**config.mk**
```make
export PLATFORM = sky130hd
export DESIGN_NAME = abs_scan
export DESIGN_NICKNAME = d
export VERILOG_FILES = /design/src/abs_pkg.sv /design/src/abs_scan.sv
export SDC_FILE = /design/constraint.sdc
export NUM_CORES = 1
export LEC_CHECK = 0
export BUFFER_PORTS_ARGS = -buffer_cell sky130_fd_sc_hd__buf_2
export CAP_MARGIN = 20
export CORE_AREA = 5 5 96 98
export DETAILED_ROUTE_END_ITERATION = 7
export DIE_AREA = 0 0 101 103
export GPL_TIMING_DRIVEN = 0
export PLACE_DENSITY_LB_ADDON = 0.08
export SLEW_MARGIN = 15
export SYNTH_ARGS = -nofsm -noshare
export SYNTH_HDL_FRONTEND = slang
export SYNTH_SLANG_ARGS = --single-unit
```
**constraint.sdc**
```tcl
create_clock -name vclk -period 7.33
set_input_delay 1.466 -clock vclk [all_inputs]
set_output_delay 1.466 -clock vclk [all_outputs]
set_load 0.005 [all_outputs]
```
**src/abs_pkg.sv**
```systemverilog
// ----------------------------------------------------------------------------
// abs_pkg
// Shared sizes, request and status codes, and beat types of the bag/stack.
// ----------------------------------------------------------------------------
package abs_pkg;

  localparam int CAPACITY    = 128;
  localparam int VALUE_WIDTH = 32;
  localparam int CNT_W       = $clog2(CAPACITY + 1);

  typedef enum logic [1:0] {
    OP_ADD      = 2'd0,
    OP_CONTAINS = 2'd1,
    OP_REMOVE   = 2'd2,
    OP_POP      = 2'd3
  } req_op_t;

  typedef enum logic [1:0] {
    ST_OK      = 2'd0,
    ST_FULL    = 2'd1,
    ST_MISSING = 2'd2,
    ST_EMPTY   = 2'd3
  } status_t;

  typedef struct packed {
    logic [1:0]         req_type;
    logic signed [31:0] item_value;
  } req_t;

  typedef struct packed {
    logic               hit;
    logic signed [31:0] top_value;
    logic [7:0]         entry_count;
    logic               is_empty;
    logic [1:0]         status;
  } rsp_t;

  // Per-cell move: push takes the upper neighbor, pull takes the lower one.
  typedef struct packed {
    logic push;
    logic pull;
  } cell_ctl_t;

endpackage

```
**src/abs_scan.sv**
```systemverilog
// ----------------------------------------------------------------------------
// abs_scan
// Log-depth suffix OR over the cell match flags: marks every cell that has
// a matching cell deeper in the chain.
// ----------------------------------------------------------------------------
module abs_scan
  import abs_pkg::*;
(
  input  logic [CAPACITY-1:0] match,
  output logic [CAPACITY-1:0] deeper,
  output logic                any_match
);

  localparam int LVL = $clog2(CAPACITY);

  logic [CAPACITY-1:0] lvl [0:LVL];

  always_comb begin
    lvl[0] = match;
    for (int l = 0; l < LVL; l++) begin
      lvl[l+1] = lvl[l] | (lvl[l] >> (1 << l));
    end
  end

  // Bit k of the last level covers cells k and up; shift to exclude cell k.
  assign deeper    = lvl[LVL] >> 1;
  assign any_match = lvl[LVL][0];

endmodule

```
==> Yosys cells after proc, flatten, opt, wreduce, memory -nomap -nowiden <==
Index checks and enable logic that the tools add are counted.
{ "word_totals": {"ff_bits": 0, "input_bits": 128, "out_inout_bits": 129} }
{ "op_classes": {"n_bitwise": 7} }
{ "op_table": {"columns": ["cell", "n"], "rows": [
  ["bitwise OR 128 x 112 -> 128 bit", 1],
  ["bitwise OR 128 x 120 -> 128 bit", 1],
  ["bitwise OR 128 x 124 -> 128 bit", 1],
  ["bitwise OR 128 x 126 -> 128 bit", 1],
  ["bitwise OR 128 x 127 -> 128 bit", 1],
  ["bitwise OR 128 x 64 -> 128 bit", 1],
  ["bitwise OR 128 x 96 -> 128 bit", 1]
]} }

==> Depth between registers and ports, before layout <==
{ "logic_depth": {"word_depth": 7, "mapped_depth": 8} }

==> Worst setup path before layout <==
No wires, ideal clock.
{ "synth_timing": {"kind": "input -> output", "from": "input port match[120]", "to": "output port deeper[0]", "t_arrival_ps": 3495, "required_time_ps": 5864, "slack_ps": 2369, "stages": 7, "path_buffers": 1, "cell_sequence": "or4_1 buf_2 nor4_4 nand4_2 nor3_4 inv_2 or4_1"} }
{ "synth_between": {"elab_chain_len": 7} }
{ "synth_lines": {"columns": ["item", "line_no", "rtl"], "rows": [
  ["start: declaration", "abs_scan.sv:9", "input logic [CAPACITY-1:0] match,"],
  ["bitwise OR 128 x 127 -> 128 bit", "abs_scan.sv:21", "lvl[l+1] = lvl[l] | (lvl[l] >> (1 << l));"],
  ["bitwise OR 128 x 126 -> 128 bit", "abs_scan.sv:21", null],
  ["bitwise OR 128 x 124 -> 128 bit", "abs_scan.sv:21", null],
  ["bitwise OR 128 x 120 -> 128 bit", "abs_scan.sv:21", null],
  ["bitwise OR 128 x 112 -> 128 bit", "abs_scan.sv:21", null],
  ["bitwise OR 128 x 96 -> 128 bit", "abs_scan.sv:21", null],
  ["bitwise OR 128 x 64 -> 128 bit", "abs_scan.sv:21", null],
  ["end: declaration", "abs_scan.sv:10", "output logic [CAPACITY-1:0] deeper,"]
]} }
No other way between the ends.

==> Worst setup path in the final report <==
{ "layout_timing": {"from": "input port match[127]", "to": "output port deeper[49]"} }
The elaborated chain is that of the path after synthesis.

==> metrics <==
Seq pwr share 0%; switching fraction of total power 52.85%; DR WL/cell approximately 17 um; RSZ-0062 raised after global routing false; hpwl dp approximately 11,000 um; Setup WS pre-CTS about 1700 ps; post-CTS setup buffers 0; Fmax about 180 MHz; yosys synthesis warning count 0; setup TNS 0 ps; hold crit path type input pin to primary output; Max Slew Vio Count 0; largest cells by area after synthesis or4_1 (12%), nor4_1 (9.7%), nand2_1 (9.5%); cts repair resizes 0; slowest cell on the critical path nor4_1; mapped cell area ~1900 sq um; Synth area leader or4_1; CP arrival between 4000 and 5000 ps; type of the worst setup path input pin to primary output; worst IR drop on VDD just over 10 uV; top-count cell post-synth nand2_1; CP max stage delay 600 ps; slew margin rel. 28.26%; nature of the critical path startpoint input pin; Die Area between 10,000 and 15,000 sq um; CLK BUF 0; sequential cell area 0 sq um; largest net degree at the start of global routing 11; worst hold path depth 4; Setup-failing EPs final 0; Synth cell types 34; area grow syn2layout 76.29%; CP most frequent cell buf_2; worst-path fanout max 7; Synth top area share between 10% and 20%; FF+latch count 0; Fillers 971; setup ws final ~1800 ps; Max-Cap Viols 0; CP Cell Sequence buf_2 -> or4_1 -> buf_2 -> nor4_1 -> nand4_1 -> nor2_1 -> nand4_1 -> buf_2; DRT Pass-1 Iters 4; Final period util 75.90%; diode count 0; WP data required 5860 ps; vias per inst roughly 5.2; Post-DP Area between 3000 and 4000 sq um; Worst Tran Pin Value around 1100 ps; Die X roughly 100 um; Post-Syn Nets ~450; Tot Pwr 0.07359 mW; hold_sp match[0]; DRC viols 0; Post-Synthesis Mean Instance Area 5.768 sq um; initial antenna violation count 0; outcome completed; overall routing resource usage between 20% and 30%; hold buffers post-CTS 0; first-pass GRT wire length between 15,000 and 20,000 um; Hold EP any_match; Hold Vio Cnt, Final 0; I/O Buffers 256; Die Y-Extent 103 um; largest delay contributor family on the critical path simple AND/OR/NAND/NOR gates; global route overflow 0; vias in the first global route between 3k and 4k; row count 34; RePlAce Congestion between 0.8 and 0.9; Post-Layout Cell Count slightly below 700; P_int about 0.035 mW; Clk pwr share 0%; share of the yosys chip area belonging to registers 0%; starting density of the core approximately 22%; placed instance count a little under 700; kind of end point of the critical path primary output; Lkg Pwr approximately 1.1 nW; CP Buf/Inv Count 3; fraction of layout cells with a size suffix above 1 between 50% and 60%; design area roughly 3300 sq um; Post-Route WL 11,810 um; post-route ant nets 0; CORE AREA 8381 sq um; min cycle time layout between 5000 and 6000 ps; Final nets 710; part of the power in combinational logic 100.0%; top-level port count approximately 260; P_sw roughly 0.039 mW; via count ~3.6k; pwr dens 22.41 nW/um^2; commonest cells in the synthesized netlist nand2_1 (47), nor2_1 (40), or4_1 (31), nand3_1 (29), nor4_1 (29); DR iter-0 viols between 70 and 80; Synth Instances 323
[how the worst max path moves through the flow]
stage          startpoint    endpoint  slack [ps]  cells after the start
3_5_place_dp    match[96]  deeper[50]        1750                      8
5_1_grt         match[58]  deeper[43]        1480                      7
2_1_floorplan  match[120]   deeper[0]        2370                      7
6_report       match[127]  deeper[49]        1770                      8
3_3_place_gp    match[61]   deeper[7]        1650                      8
4_1_cts         match[58]  deeper[43]        1720                      7
[placed cells by master, fill, tap and decap left out, types with 12 or more instances in the layout]
master   synthesis  routed
nor2_1          40      40
or3_1           23      23
or2_2           12      12
inv_1           16      16
nor3_1          28      28
buf_2            4     261
nor4_1          29      29
nand2_1         47      47
nand3_1         29      29
or4_1           31      31
nand4_1         12      12
[power groups by stage]
| stage | sequential, mW | clock, mW | combinational [mW] |
|---|---|---|---|
| floorplan | 0 | 0 | 0.0191 |
| global placement | 0 | 0 | 0.0717 |
| detailed placement | 0 | 0 | 0.0732 |
| CTS | 0 | 0 | 0.0736 |
| global route | 0 | 0 | 0.0818 |
| finish | 0 | 0 | 0.0736 |
[logic make-up (layout without fill, tap and decap cells)]
kind of cell | count (synthesis) | in the layout | share of synthesized area, %
buffers and inverters | 28 | 285 | 6.515
other | 1 | 1 | 0.2013
and+or+nand+nor | 294 | 294 | 93.28
[stage by stage]
step                      util, %  hold slack (ps)
after floorplan                 -             3012
after global placement      39.13             3192
after detailed placement    39.19             3200
after CTS                   39.19             3201
after global routing        39.19             3219
final                       39.19             3197
[layer usage]
| metal | GRT usage, % | vias to the layer above | part of all wire (%) | wire length [um] |
|---|---|---|---|---|
| met2 | 40.61 | 156 | 52 | 6139 |
| li1 | - | 1750 | - | - |
| met5 | 0 | - | 0 | 0 |
| met1 | 24.49 | 1647 | 39 | 4613 |
| met3 | 3.248 | 4 | 8.5 | 1004 |
| met4 | 1.431 | 0 | 0.47 | 55 |
[final cells by class]
| cell class | count | area, sq um | share of cell area, % |
|---|---|---|---|
| Tap cell | 108 | 135.1 | 4.114 |
| Inverter | 18 | 67.56 | 2.057 |
| Timing Repair Buffer | 257 | 1286 | 39.16 |
| Multi-Input combinational cell | 295 | 1742 | 53.03 |
| Buffer | 10 | 53.80 | 1.638 |
No activity file was read; power rests on OpenSTA's default activity.
