<file path="config.mk">
export PLATFORM = sky130hd
export DESIGN_NAME = abs_cell
export DESIGN_NICKNAME = d
export VERILOG_FILES = /design/src/abs_pkg.sv /design/src/abs_cell.sv
export SDC_FILE = /design/constraint.sdc
export NUM_CORES = 1
export LEC_CHECK = 0
export BUFFER_PORTS_ARGS = -buffer_cell sky130_fd_sc_hd__buf_2
export CORE_MARGIN = 10
export CORE_UTILIZATION = 36
export DETAILED_ROUTE_END_ITERATION = 10
export PLACE_DENSITY = 0.8
export SYNTH_ARGS = -nofsm -noshare
export SYNTH_HDL_FRONTEND = slang
export SYNTH_SLANG_ARGS = --single-unit
</file>
<file path="constraint.sdc">
create_clock -name clk -period 1.41 [get_ports clk]
set_clock_uncertainty 0.1 [all_clocks]
set_input_delay 0.141 -clock clk [delete_from_list [all_inputs] [get_ports clk]]
set_output_delay 0.141 -clock clk [all_outputs]
set_load 0.005 [all_outputs]
</file>
<file path="src/abs_pkg.sv">
// ----------------------------------------------------------------------------
// abs_pkg
// Shared sizes, request and status codes, and beat types of the bag/stack.
// ----------------------------------------------------------------------------
package abs_pkg;

  localparam int CAPACITY    = 128;
  localparam int VALUE_WIDTH = 32;
  localparam int CNT_W       = $clog2(CAPACITY + 1);

  typedef enum logic [1:0] {
    OP_ADD      = 2'd0,
    OP_CONTAINS = 2'd1,
    OP_REMOVE   = 2'd2,
    OP_POP      = 2'd3
  } req_op_t;

  typedef enum logic [1:0] {
    ST_OK      = 2'd0,
    ST_FULL    = 2'd1,
    ST_MISSING = 2'd2,
    ST_EMPTY   = 2'd3
  } status_t;

  typedef struct packed {
    logic [1:0]         req_type;
    logic signed [31:0] item_value;
  } req_t;

  typedef struct packed {
    logic               hit;
    logic signed [31:0] top_value;
    logic [7:0]         entry_count;
    logic               is_empty;
    logic [1:0]         status;
  } rsp_t;

  // Per-cell move: push takes the upper neighbor, pull takes the lower one.
  typedef struct packed {
    logic push;
    logic pull;
  } cell_ctl_t;

endpackage

</file>
<file path="src/abs_cell.sv">
// ----------------------------------------------------------------------------
// abs_cell
// One storage cell of the chain: holds an entry, compares it with the key
// and takes a neighbor's entry on push or pull.
// ----------------------------------------------------------------------------
module abs_cell
  import abs_pkg::*;
(
  input  logic                   clk,
  input  cell_ctl_t              ctl,
  input  logic [VALUE_WIDTH-1:0] key,
  input  logic                   occupied,
  input  logic [VALUE_WIDTH-1:0] from_up,
  input  logic [VALUE_WIDTH-1:0] from_down,
  output logic [VALUE_WIDTH-1:0] value,
  output logic                   match
);

  always_ff @(posedge clk) begin
    if (ctl.push) begin
      value <= from_up;
    end else if (ctl.pull) begin
      value <= from_down;
    end
  end

  assign match = occupied && (value == key);

endmodule

</file>
======== Word-level counts from Yosys, hierarchy flattened ========
Cells that the tools add are included.
storage, ports and cells
  register bits after elaboration ......... 32
  word-level logic and storage cells ...... 6
  output and inout port bits .............. 33
  input bits .............................. 100
operators by class
  equal/unequal tests ..................... 1
  mux-type cells .......................... 2
  reduce and logical (&&, ||, !) cells .... 2
operators by type and width
  kind                  count
  two-way mux 32 bit    2
  equality test 32 bit  1
  nonzero test 2 bit    1
  logical AND 1 bit     1

======== Depth between registers and ports, before layout ========
  word-level depth ........................ 2
  depth in mapped cells ................... 4

======== Worst setup path before layout ========
OpenSTA, ideal clock, no wires.
  kind .................................... input to register
  start ................................... input port ctl[1] (netlist bit)
  end ..................................... register value[0] (enable)
  required time ........................... 935 ps
  data arrival time ....................... 971 ps
  setup time .............................. 375 ps
  stages on the path ...................... 3
  buffers on the path ..................... 2
  setup slack ............................. -36 ps
  path through ............................ buf_2 buf_2 or2_2
between the ends
  cells in the longest elaborated chain, start to end .. 1
ends and longest elaborated chain
  item                                 RTL line        text
  start, declared                      abs_cell.sv:10  input cell_ctl_t ctl,
  nonzero test 2 bit (no source line)  -
  end signal, assigned                 abs_cell.sv:21  value <= from_up;
  end signal, assigned                 abs_cell.sv:23  value <= from_down;
  end, declared                        abs_cell.sv:15  output logic [VALUE_WIDTH-1:0] value,
Every way passes these cells.
A chain may end at the register's enable or synchronous reset.

======== Worst setup path after layout ========
  start ................................... register value[13]
  end ..................................... output port match
between the ends
  cells in the longest elaborated chain, start to end .. 2
ends and longest elaborated chain
  item                  RTL line        text
  equality test 32 bit  abs_cell.sv:27  assign match = occupied && (value == key);
  logical AND 1 bit     abs_cell.sv:27
  end, declared         abs_cell.sv:16  output logic match
Every way passes these cells.

==> impl_summary.md <==
Worst setup path
For this run, the slowest stage of the critical path takes 410 ps. STA puts the critical path data required time at 1170 ps. The worst setup path is captured at an output port. The type of the worst setup path is register to output port. STA classifies the critical path startpoint as a register. The number of gates on the worst path with buffers counted is 5.

The cell with the biggest individual delay on the critical path is edfxtp_1. The cell type group with the largest total delay on the critical path is simple AND/OR/NAND/NOR gates. The highest net fanout along the worst path is 2.

Together, buffers and inverters on the worst path number 1. The critical path goes through xor2_1, nor4_2, nand4_1, nor3_2, buf_2. STA puts the critical path data arrival time at 1720 ps.

Timing
In the finished design, the share of the clock period the worst path needs comes to 139%. Derived from the worst setup path, the maximum achievable clock frequency is 509 MHz. Setup violations remaining at the end of the flow were counted as 1. Setup repair after global routing could not meet its margin everywhere. The hold slack is 55.1 ps. The smallest setup slack after layout is -554 ps. The minimum clock period after layout is about 2000 ps. In this run the tightest slew margin relative to its limit is between 60% and 70%. The count of endpoints failing hold in the final timing report is 0. The count of pins over their slew limit is 0. The slew at the pin with the worst max-slew slack is 454 ps.

Route
The detailed-route DRC error count is 0. The number of optimization iterations in the first detailed-route pass is 4. The per-cell routed wire length is roughly 19 um. The number of DRC violations after detailed-routing iteration 0 is 22. The total via count in the routed design is about 1500. The post-route antenna net violation count is 0. The average via count per standard cell is roughly 4.7. The wire length after detailed routing is between 5000 and 6000 um.

Place
The placed wire-length estimate after detailed placement is ~4900 um. The count of buffers added on input and output ports is 132. Before CTS, the worst setup slack after placement is -324 ps.

Routability-driven placement finished with a final weighted congestion of ~0.74.

Yosys
The share of the yosys chip area belonging to registers is 56.4%. The number of library cell types mapped by synthesis is 11. The number of warnings issued by yosys is 0. The cell type with the highest aggregate area in the netlist is edfxtp_1. In this run the mean area of a mapped cell was ~15 um2.

Synthesis handed over a netlist of about 110 instances. Of the post-synthesis cell area, the dominant cell type holds 56.4%. The number of nets in the synthesized netlist is ~210.

The cell area after technology mapping is about 1700 um2. By area the synthesized netlist is led by edfxtp_1 56%, mux2_2 21%, xor2_1 16%, nor4_1 2.6%, buf_2 1.2%. The register bit count reported by yosys is 32.

Cells and area
Measured on the finished design, the core utilization comes to 58.1%. The share of cells above drive strength 1 is slightly above 70%. The area overhead of the layout relative to synthesis is 52.6%. The number of antenna cells inserted is 0. The largest registers in the layout are value: 32 flops. The register with the most flip-flops in the layout has 32 of them. At the end of the flow, the number of nets in the layout was around 360. The register with the most flip-flops is value.

Hold path
In this run the most critical hold path is launched from from_down[23]. The worst hold path belongs to the class primary input to register. For hold timing, the worst endpoint is value[23]$_DFFE_PP_.

The worst hold path was traced through 2 stages.

Clock network
For this design, the CTS-stage hold fixing added 0 buffers. Counting the buffers created by CTS gives 5. The clock transition at the registers of the reported paths is roughly 80 ps.

The clock passes through at most 2 buffers. The clock tree from TritonCTS is built. The number of clock sinks is 32. CTS built an H-tree with a depth of 2. In this run the clock root is driven by a clkbuf_8.

Die
The floorplan row count is 24. The vertical extent of the die is 88.8 um. The die is slightly below 90 um wide. The area enclosed by the die boundary is between 7000 and 8000 um2. Once the floorplan was initialized, standard cells occupied 38.1% of the core. The region available for standard cell placement spans ~4500 um2.

The number of primary I/O pins is 133.

Flow run
Across the run, the number of max-cap violations was 0.

Global routing
Entering global routing, the biggest net connects 33 pins. The number of global-route vias before repair is 1753. The first global-routing pass estimated about 8500 um of wire.

The total grt overflow is 0. The global router's overall resource usage is between 10 and 15%. The number of antenna violations at the first check in global routing came to 0.

Power and ir drop
The leakage dissipation is around 1.2 nW. The total power divided by cell area is 954 nW/um2. IR analysis of the VDD net gives a maximum drop of 698 uV.

Outcome
The flow ran to the end, but the final reports show violations. The final reports fail on setup timing.
==> layer usage <==
metal / part of all wire, % / up-vias / track usage (%)
met5: 0 / - / 0
met2: 50 / 89 / 25.2
met3: 16 / 9 / 10.8
li1: - / 710 / -
met4: 1.8 / 0 / 5.43
met1: 32 / 654 / 12.7
==> power by group <==
| part | internal, mW | switching, mW | total [mW] |
|---|---|---|---|
| sequential | 1.17 | 0.0679 | 1.24 |
| combinational | 0.328 | 0.231 | 0.559 |
| clock | 0.334 | 0.344 | 0.678 |
==> cells in the mapped netlist <==
| master | instances |
|---|---|
| edfxtp_1 | 32 |
| nand4_1 | 1 |
| nor3_2 | 1 |
| nand3_1 | 2 |
| nor4_1 | 7 |
| or2_2 | 1 |
| xor2_1 | 31 |
| nor3_1 | 1 |
| buf_2 | 4 |
| xnor2_1 | 1 |
| mux2_2 | 32 |
==> timing repair <==
action	CTS	global route
setup buffers	0	1
resized for setup	2	1
endpoints found under the setup margin	1	1
pin swaps	1	2
==> cell usage in the layout, fill, tap and decap left out, types with 2 or more instances in the layout <==
| cell type | synthesis | routed |
|---|---|---|
| buf_4 | 0 | 9 |
| xor2_1 | 31 | 31 |
| clkbuf_8 | 0 | 5 |
| edfxtp_1 | 32 | 32 |
| nor4_2 | 0 | 3 |
| mux2_2 | 32 | 32 |
| nand3_1 | 2 | 2 |
| buf_2 | 4 | 132 |
| nor4_1 | 7 | 4 |
==> metrics by stage <==
stage | power, mW | setup TNS [ps] | std cells | instance area [um2]
6_report | 2.48 | -554 | 310 | 2600
5_1_grt | 2.62 | -659 | 310 | 2600
4_1_cts | 2.50 | -572 | 309 | 2580
3_5_place_dp | 1.81 | -324 | 302 | 2490
3_3_place_gp | 1.79 | -275 | 302 | 2490
2_1_floorplan | 1.47 | 0 | 113 | 1710
==> worst max-delay path by stage <==
stage | from | end | slack, ps
2_1_floorplan | value[17]$_DFFE_PP_ | match | 40
3_3_place_gp | value[26]$_DFFE_PP_ | match | -280
3_5_place_dp | value[13]$_DFFE_PP_ | match | -320
5_1_grt | value[14]$_DFFE_PP_ | match | -660
4_1_cts | value[26]$_DFFE_PP_ | match | -570
6_report | value[13]$_DFFE_PP_ | match | -550
==> layout make-up <==
| class | instances | area (um2) |
|---|---|---|
| Clock buffer | 5 | 68.8 |
| Clock inverter | 2 | 12.5 |
| Fill cell | 368 | 1880 |
| Multi-Input combinational cell | 77 | 743 |
| Sequential cell | 32 | 961 |
| Tap cell | 52 | 65.1 |
| Timing Repair Buffer | 142 | 748 |
==> cell families after synthesis <==
kind of cell | after synthesis | synth area share [%]
xor gates and xnor gates | 32 | 16.5
buffers and inverters | 4 | 1.18
DFF | 32 | 56.4
muxes | 32 | 21.2
and+or+nand+nor | 13 | 4.78
(Power assumes the default switching activity.)
